<file path="config.mk">
export PLATFORM = sky130hd
export DESIGN_NAME = yaw_hold_position_pid
export DESIGN_NICKNAME = d
export VERILOG_FILES = /design/src/sv/yhp_pkg.sv /design/src/sv/yhp_csr.sv /design/src/sv/yhp_pid_math.sv /design/src/sv/yaw_hold_position_pid.sv
export SDC_FILE = /design/constraint.sdc
export NUM_CORES = 2
export LEC_CHECK = 0
export ABC_AREA = 0
export BUFFER_PORTS_ARGS = -buffer_cell sky130_fd_sc_hd__clkbuf_2
export CAP_MARGIN = 10
export CORE_UTILIZATION = 40
export CTS_CLUSTER_SIZE = 14
export DETAILED_ROUTE_END_ITERATION = 7
export PLACE_DENSITY_LB_ADDON = 0.05
export SYNTH_ARGS = -nofsm -noshare
export SYNTH_HDL_FRONTEND = slang
export SYNTH_SLANG_ARGS = --single-unit
</file>
<file path="constraint.sdc">
create_clock -name clock -period 66.2 [get_ports clock]
set_input_delay 3.31 -clock clock [delete_from_list [all_inputs] [get_ports clock]]
set_output_delay 3.31 -clock clock [all_outputs]
set_load 0.03 [all_outputs]
</file>
<file path="src/sv/yhp_pkg.sv">
// Shared types, widths and register codes for the yaw hold position PID.
`default_nettype none

package yhp_pkg;

   localparam int ENCODER_BITS = 13;
   localparam int FRAC_BITS    = 16;
   localparam int GAIN_W       = 32;
   localparam int SPEED_W      = 16;
   localparam int LIMIT_W      = 15;
   localparam int CURRENT_W    = 16;

   localparam int ERR_W    = ENCODER_BITS + 1;
   localparam int PROD_P_W = GAIN_W + ERR_W;
   localparam int PROD_D_W = GAIN_W + SPEED_W;
   localparam int ACC_W    = ((PROD_P_W > PROD_D_W) ? PROD_P_W : PROD_D_W) + 2;
   localparam int ISUM_W   = LIMIT_W + FRAC_BITS + 1;

   localparam int ADDR_W = 5;
   localparam int IDX_W  = ADDR_W - 2;
   localparam int DATA_W = 32;

   localparam logic [IDX_W-1:0] REG_PROP_GAIN   = 3'd0;
   localparam logic [IDX_W-1:0] REG_INTEG_GAIN  = 3'd1;
   localparam logic [IDX_W-1:0] REG_DERIV_GAIN  = 3'd2;
   localparam logic [IDX_W-1:0] REG_INTEG_LIMIT = 3'd3;
   localparam logic [IDX_W-1:0] REG_OUTPUT_LIMIT = 3'd4;

   typedef struct packed {
      logic [ENCODER_BITS-1:0]   encoder_position;
      logic signed [SPEED_W-1:0] rotor_speed;
      logic                      work_mode;
   } req_type;

   typedef struct packed {
      logic signed [CURRENT_W-1:0] drive_current;
      logic                        locked;
   } rsp_type;

   typedef struct packed {
      logic signed [GAIN_W-1:0] prop_gain;
      logic signed [GAIN_W-1:0] integ_gain;
      logic signed [GAIN_W-1:0] deriv_gain;
      logic [LIMIT_W-1:0]       integrator_limit;
      logic [LIMIT_W-1:0]       output_limit;
   } cfg_type;

   typedef struct packed {
      logic                     was_locked;
      logic [ENCODER_BITS-1:0]  hold_target;
      logic signed [ISUM_W-1:0] integral_sum;
   } pid_state_type;

endpackage

`default_nettype wire

</file>
<file path="src/sv/yhp_csr.sv">
// APB-style configuration register file for the yaw hold position PID.
`default_nettype none

module yhp_csr (
   input  wire logic                        clock,
   input  wire logic                        reset,
   input  wire logic                        psel,
   input  wire logic                        penable,
   input  wire logic                        pwrite,
   input  wire logic [yhp_pkg::ADDR_W-1:0]  paddr,
   input  wire logic [yhp_pkg::DATA_W-1:0]  pwdata,
   output logic      [yhp_pkg::DATA_W-1:0]  prdata,
   output logic                             pready,
   output yhp_pkg::cfg_type                 cfg
);
   import yhp_pkg::*;

   cfg_type          cfg_ff;
   cfg_type          cfg_in;
   logic [IDX_W-1:0] index;
   logic             wr_en;

   assign index  = paddr[ADDR_W-1:2];
   assign wr_en  = psel && penable && pwrite;
   assign pready = 1'b1;
   assign cfg    = cfg_ff;

   always_comb begin
      cfg_in = cfg_ff;
      if (wr_en) begin
         case (index)
            REG_PROP_GAIN:    cfg_in.prop_gain        = $signed(pwdata);
            REG_INTEG_GAIN:   cfg_in.integ_gain       = $signed(pwdata);
            REG_DERIV_GAIN:   cfg_in.deriv_gain       = $signed(pwdata);
            REG_INTEG_LIMIT:  cfg_in.integrator_limit = pwdata[LIMIT_W-1:0];
            REG_OUTPUT_LIMIT: cfg_in.output_limit     = pwdata[LIMIT_W-1:0];
            default: begin
            end
         endcase
      end
   end

   always_ff @(posedge clock) begin
      if (reset) begin
         cfg_ff <= '0;
      end else begin
         cfg_ff <= cfg_in;
      end
   end

   always_comb begin
      case (index)
         REG_PROP_GAIN:    prdata = cfg_ff.prop_gain;
         REG_INTEG_GAIN:   prdata = cfg_ff.integ_gain;
         REG_DERIV_GAIN:   prdata = cfg_ff.deriv_gain;
         REG_INTEG_LIMIT:  prdata = DATA_W'(cfg_ff.integrator_limit);
         REG_OUTPUT_LIMIT: prdata = DATA_W'(cfg_ff.output_limit);
         default:          prdata = '0;
      endcase
   end

endmodule

`default_nettype wire

</file>
<file path="src/sv/yhp_pid_math.sv">
// Combinational PID step: target capture, clamped integrator, clamped output.
`default_nettype none

module yhp_pid_math (
   input  wire yhp_pkg::cfg_type       cfg,
   input  wire yhp_pkg::req_type       item,
   input  wire yhp_pkg::pid_state_type state_cur,
   output yhp_pkg::pid_state_type      state_next,
   output yhp_pkg::rsp_type            result
);
   import yhp_pkg::*;

   localparam logic signed [ACC_W-1:0] FRAC_BIAS = ACC_W'((64'd1 << FRAC_BITS) - 64'd1);

   logic [ENCODER_BITS-1:0]    target;
   logic signed [ERR_W-1:0]    err;
   logic signed [PROD_P_W-1:0] p_term;
   logic signed [PROD_P_W-1:0] i_prod;
   logic signed [PROD_D_W-1:0] d_term;
   logic signed [ACC_W-1:0]    ilim;
   logic signed [ACC_W-1:0]    olim;
   logic signed [ACC_W-1:0]    i_raw;
   logic signed [ACC_W-1:0]    i_clamped;
   logic signed [ACC_W-1:0]    sum_raw;
   logic signed [ACC_W-1:0]    sum_clamped;
   logic signed [ACC_W-1:0]    sum_biased;
   logic signed [ACC_W-1:0]    current_full;

   // On the first locked transaction the target is the current position.
   assign target = state_cur.was_locked ? state_cur.hold_target : item.encoder_position;
   assign err    = $signed({1'b0, target}) - $signed({1'b0, item.encoder_position});

   assign p_term = cfg.prop_gain * err;
   assign i_prod = cfg.integ_gain * err;
   assign d_term = cfg.deriv_gain * item.rotor_speed;

   assign ilim = $signed({{(ACC_W-LIMIT_W-FRAC_BITS){1'b0}}, cfg.integrator_limit,
                          {FRAC_BITS{1'b0}}});
   assign olim = $signed({{(ACC_W-LIMIT_W-FRAC_BITS){1'b0}}, cfg.output_limit,
                          {FRAC_BITS{1'b0}}});

   assign i_raw = ACC_W'(state_cur.integral_sum) + ACC_W'(i_prod);

   always_comb begin
      if (i_raw > ilim) begin
         i_clamped = ilim;
      end else if (i_raw < -ilim) begin
         i_clamped = -ilim;
      end else begin
         i_clamped = i_raw;
      end
   end

   assign sum_raw = ACC_W'(p_term) + i_clamped + ACC_W'(d_term);

   always_comb begin
      if (sum_raw > olim) begin
         sum_clamped = olim;
      end else if (sum_raw < -olim) begin
         sum_clamped = -olim;
      end else begin
         sum_clamped = sum_raw;
      end
   end

   // Biasing negative values before the shift makes it truncate toward zero.
   assign sum_biased   = sum_clamped[ACC_W-1] ? sum_clamped + FRAC_BIAS : sum_clamped;
   assign current_full = sum_biased >>> FRAC_BITS;

   always_comb begin
      state_next    = state_cur;
      result.locked = item.work_mode;
      if (item.work_mode) begin
         state_next.was_locked   = 1'b1;
         state_next.hold_target  = target;
         state_next.integral_sum = ISUM_W'(i_clamped);
         result.drive_current    = current_full[CURRENT_W-1:0];
      end else begin
         state_next.was_locked   = 1'b0;
         result.drive_current    = '0;
      end
   end

endmodule

`default_nettype wire

</file>
<file path="src/sv/yaw_hold_position_pid.sv">
// Top level of the yaw hold position PID controller.
//
// Usage: each transaction on the req channel is one control tick carrying the
// encoder position, the measured speed and the work-mode flag. Every tick
// produces exactly one rsp transaction with the drive current and the lock
// flag, in order. The gains and limits are written over the APB-style port
// while no transaction is in flight; pready is always high.
//
// The input register takes a req transaction at its accepting edge; once
// the result register is free or being read, the PID step, computed in a
// single pass, lands in the result register, where the integrator, the hold
// target and the lock history are updated too. Throughput is one transaction
// per cycle while the receiver does not stall; the loop carried through the
// integrator closes within one pass.
//
// Reset clears the valid flags, the integrator, the hold target and the lock
// history. When the receiver stalls, the result register holds its
// transaction, the input register takes one more, and req_ready then drops
// until rsp_ready returns.
`default_nettype none

module yaw_hold_position_pid (
   input  wire logic                        clock,
   input  wire logic                        reset,
   input  wire logic                        req_valid,
   output logic                             req_ready,
   input  wire yhp_pkg::req_type            req_data,
   output logic                             rsp_valid,
   input  wire logic                        rsp_ready,
   output yhp_pkg::rsp_type                 rsp_data,
   input  wire logic                        psel,
   input  wire logic                        penable,
   input  wire logic                        pwrite,
   input  wire logic [yhp_pkg::ADDR_W-1:0]  paddr,
   input  wire logic [yhp_pkg::DATA_W-1:0]  pwdata,
   output logic      [yhp_pkg::DATA_W-1:0]  prdata,
   output logic                             pready
);
   import yhp_pkg::*;

   cfg_type       cfg;
   req_type       stage_ff;
   logic          stage_valid_ff;
   rsp_type       rsp_ff;
   rsp_type       rsp_in;
   logic          rsp_valid_ff;
   pid_state_type state_ff;
   pid_state_type state_in;
   logic          advance;

   yhp_csr u_csr (
      .clock   (clock),
      .reset   (reset),
      .psel    (psel),
      .penable (penable),
      .pwrite  (pwrite),
      .paddr   (paddr),
      .pwdata  (pwdata),
      .prdata  (prdata),
      .pready  (pready),
      .cfg     (cfg)
   );

   yhp_pid_math u_math (
      .cfg        (cfg),
      .item       (stage_ff),
      .state_cur  (state_ff),
      .state_next (state_in),
      .result     (rsp_in)
   );

   assign advance   = !rsp_valid_ff || rsp_ready;
   assign req_ready = !stage_valid_ff || advance;
   assign rsp_valid = rsp_valid_ff;
   assign rsp_data  = rsp_ff;

   always_ff @(posedge clock) begin
      if (req_valid && req_ready) begin
         stage_ff <= req_data;
      end
      if (advance && stage_valid_ff) begin
         rsp_ff <= rsp_in;
      end
   end

   always_ff @(posedge clock) begin
      if (reset) begin
         stage_valid_ff <= 1'b0;
         rsp_valid_ff   <= 1'b0;
         state_ff       <= '0;
      end else begin
         if (req_ready) begin
            stage_valid_ff <= req_valid;
         end
         if (advance) begin
            rsp_valid_ff <= stage_valid_ff;
            if (stage_valid_ff) begin
               state_ff <= state_in;
            end
         end
      end
   end

   // A free-mode result always commands zero current.
   a_free_zero: assert property (@(posedge clock) disable iff (reset)
      rsp_valid && !rsp_data.locked |-> rsp_data.drive_current == '0)
      else $error("free-mode transaction with nonzero drive current");

   // The input side only stalls when a result is held by the receiver.
   a_ready_stall: assert property (@(posedge clock) disable iff (reset)
      !req_ready |-> rsp_valid && !rsp_ready)
      else $error("req_ready low without an output stall");

   // A staged transaction that may advance shows up as a result next cycle.
   a_stage_moves: assert property (@(posedge clock) disable iff (reset)
      stage_valid_ff && advance |=> rsp_valid)
      else $error("staged transaction lost on its way to the result register");

   // The lock history follows the last transaction that left the stage.
   a_lock_history: assert property (@(posedge clock) disable iff (reset)
      stage_valid_ff && advance |=> state_ff.was_locked == rsp_data.locked)
      else $error("lock history does not match the delivered lock flag");

endmodule

`default_nettype wire

</file>
==> metrics.txt <==
CTS Buf Count 31; Syn Nets 9,436; layout cells sized above 1 5.65%; largest net degree at the start of global routing 72; Clock Path Buffers 3; measured slew at the worst slew-check pin 1.42 ns; area leader, netlist fa_1; CP required 66.63 ns; Clk Latency, worst-skew pair 0.68 ns; pre-CTS setup slack 38.41 ns; Period minus WS final 28.48 ns; worst flop-to-flop path endpoint rsp_data[16]; Hold Buf Count CTS 0; synth top area cells fa_1, inv_1, nand2_1; Max Clock Freq 35.1 MHz; global-route wire length before repair 329,000 um; gpl congestion 0.904; Post-synth top cells inv_1, fa_1, nand2_1; slew margin rel. 4.20%; post-detail-place hpwl 172,000 um; fin crit share 43.0%; routed wire length 210,000 um; clk sinks 221; setup slack, reg-to-reg 37.72 ns; Worst Hold Margin 0.456 ns; setup violators final 0; Crit Path Class reg2reg; area grow syn2layout 6.24%; Hold Path Origin state_ff[33]; gr usage total 26.7%; largest fanout on the critical path 42; maximum vdd drop 0.0627 mV; sequential cell area fraction in the yosys report 7.55%; Critical Path Slowest Stage Cell nor4_1; row count 147; DIE HEIGHT 405 um; Mapped Area 0.0649 mm2; initial DRC count 3,133; Clock Skew 0.0334 ns; CP Capture Type flop; antenna violations before repair 11; Reg clk slew, reported paths 0.07 ns; port bufs 122; Max Cap Viol 0; core area 0.161 mm2; Max H-tree Level 1; Residual DRC 0; RR Startpoint state_ff[45]; Ys Warns 0; CP peak stage delay 1.09 ns; Avg Synthesized Cell Area 8.68 um2; I/O Pins 126; DRT Pass-1 Iters 6; LEAKAGE 32.8 nW; CTS tree built; vias in the first global route 53,212; Endpoint, Worst Hold state_ff[33]; vias per std cell 5.14; Startpoint Class flop; setup bufs post-CTS 0; RSZ-0062 raised after global routing no; hold path depth 2; outcome complete, no violations; most numerous cell in the Yosys netlist inv_1; FFs w/ async S/R, synth 0%; Post-synth top flop dfxtp_1; Hold Fails Final Rpt 0; number of nets in the layout 9,334; Initial Utilization 40.3%; CTS Root Cell clkbuf_16; worst min path class reg2reg; Worst Slack Setup Final 37.72 ns; Crit path top cell by count fa_1; post-DR wirelength/cell 21.9 um; EDFF count, synth 47; Post-DRT Antenna Nets 0; Synth Register Bits 221; top-area cell type share of the netlist area 46.5%; post-cts sizing count 0; final slew viol count 0; Reg2Reg Depth 88; final global-route overflow total 0; vias 49,179; synth unique cells 95; Syn Inst Count 7,472; DIE AREA 0.164 mm2; CP arrival 28.91 ns; Chip Width 405 um; Fin Setup TNS 0 ns; PwrDens 38.2 mW/mm2
worst max path at each step:
stage | to | slack (ns) | cells after the start | startpoint
2_1_floorplan | rsp_data[16] | 44.40 | 98 | state_ff[45]
3_3_place_gp | rsp_data[16] | 38.41 | 88 | state_ff[45]
3_5_place_dp | rsp_data[16] | 38.41 | 91 | state_ff[45]
4_1_cts | rsp_data[16] | 38.31 | 88 | state_ff[45]
5_1_grt | rsp_data[16] | 36.42 | 89 | state_ff[45]
6_report | rsp_data[16] | 37.72 | 88 | state_ff[45]
worst max-delay path, delay by kind of cell (launching register included):
kind | cells | cell delay (ns)
compound gates | 28 | 7.29
fa+ha+maj | 18 | 8.38
flops | 1 | 0.31
buf+inv | 13 | 2.25
simple gates | 26 | 9.07
xor+xnor | 3 | 0.83
through the flow:
step	total power [W]	cell area, um2	util [%]	instances
2_1_floorplan	0.00177	64900	-	7472
3_3_place_gp	0.00242	67800	42.2	9496
3_5_place_dp	0.00244	67800	42.2	9496
4_1_cts	0.00264	68900	42.8	9553
5_1_grt	0.00294	68900	42.9	9555
6_report	0.00263	68900	42.9	9559
cell families after synthesis:
kind of cell / synth area share [%]
other: 0.00578
AO/OA/AOI/OAI: 7.35
flip-flops: 7.55
XOR/XNOR: 1.77
multiplexers: 0.749
buffers and inverters: 12.1
AND/OR/NAND/NOR: 16.6
adder cells (fa/ha/maj): 53.9
layout make-up:
cell class | instances | area [um2]
repair buffers | 251 | 1590
clock inverters | 17 | 156
clock buffers | 40 | 892
fillers | 16362 | 91900
inverters | 1692 | 6350
diodes | 5 | 12.5
multi-input cells | 5173 | 52300
well taps | 2160 | 2700
flip-flops and latches | 221 | 4890
cells in the final DEF (no fill, tap or decap), types with 15 or more instances in the layout:
master and instances:
o31ai_1 19, buf_4 129, a221o_1 22, nand2b_1 89, o21bai_1 16, xnor2_1 89
a211oi_1 24, a21o_1 52, nand4_1 16, xor2_1 33, a21oi_1 292, edfxtp_1 47
ha_1 382, nor4_1 15, clkbuf_2 121, and3_1 27, fa_1 1506, clkbuf_16 33
nor2b_1 46, nand3_1 65, inv_1 1688, o21a_1 23, or2_2 41, nor2_1 200
and2_1 330, mux2i_1 44, dfxtp_1 174, or3_1 18, o21ai_0 138, nand2_1 1382
nor3_1 66
per-layer routing:
| metal | up-vias | routed length, um | track usage, % |
|---|---|---|---|
| met4 | 10 | 7080 | 7.90 |
| met2 | 1074 | 101000 | 45.3 |
| li1 | 22112 | - | - |
| met3 | 210 | 9760 | 2.57 |
| met5 | - | 69 | 0 |
| met1 | 25773 | 92000 | 36.1 |
registers in the layout, summed over array words and instances (netlist names):
register,cells
state_ff,46
rsp_valid,1
rsp_data,17
stage_ff,30
u_csr.cfg,126
stage_valid_ff,1
power breakdown:
group | switching, W | internal [W] | total, W | leakage (nW)
registers | 0.00000503 | 0.000154 | 0.000159 | 1.86
logic | 0.00145 | 0.000841 | 0.00229 | 30.4
clock network | 0.0000806 | 0.000100 | 0.000181 | 0.528
total | 0.00153 | 0.00109 | 0.00263 | 32.8
(Power assumes the default switching activity.)
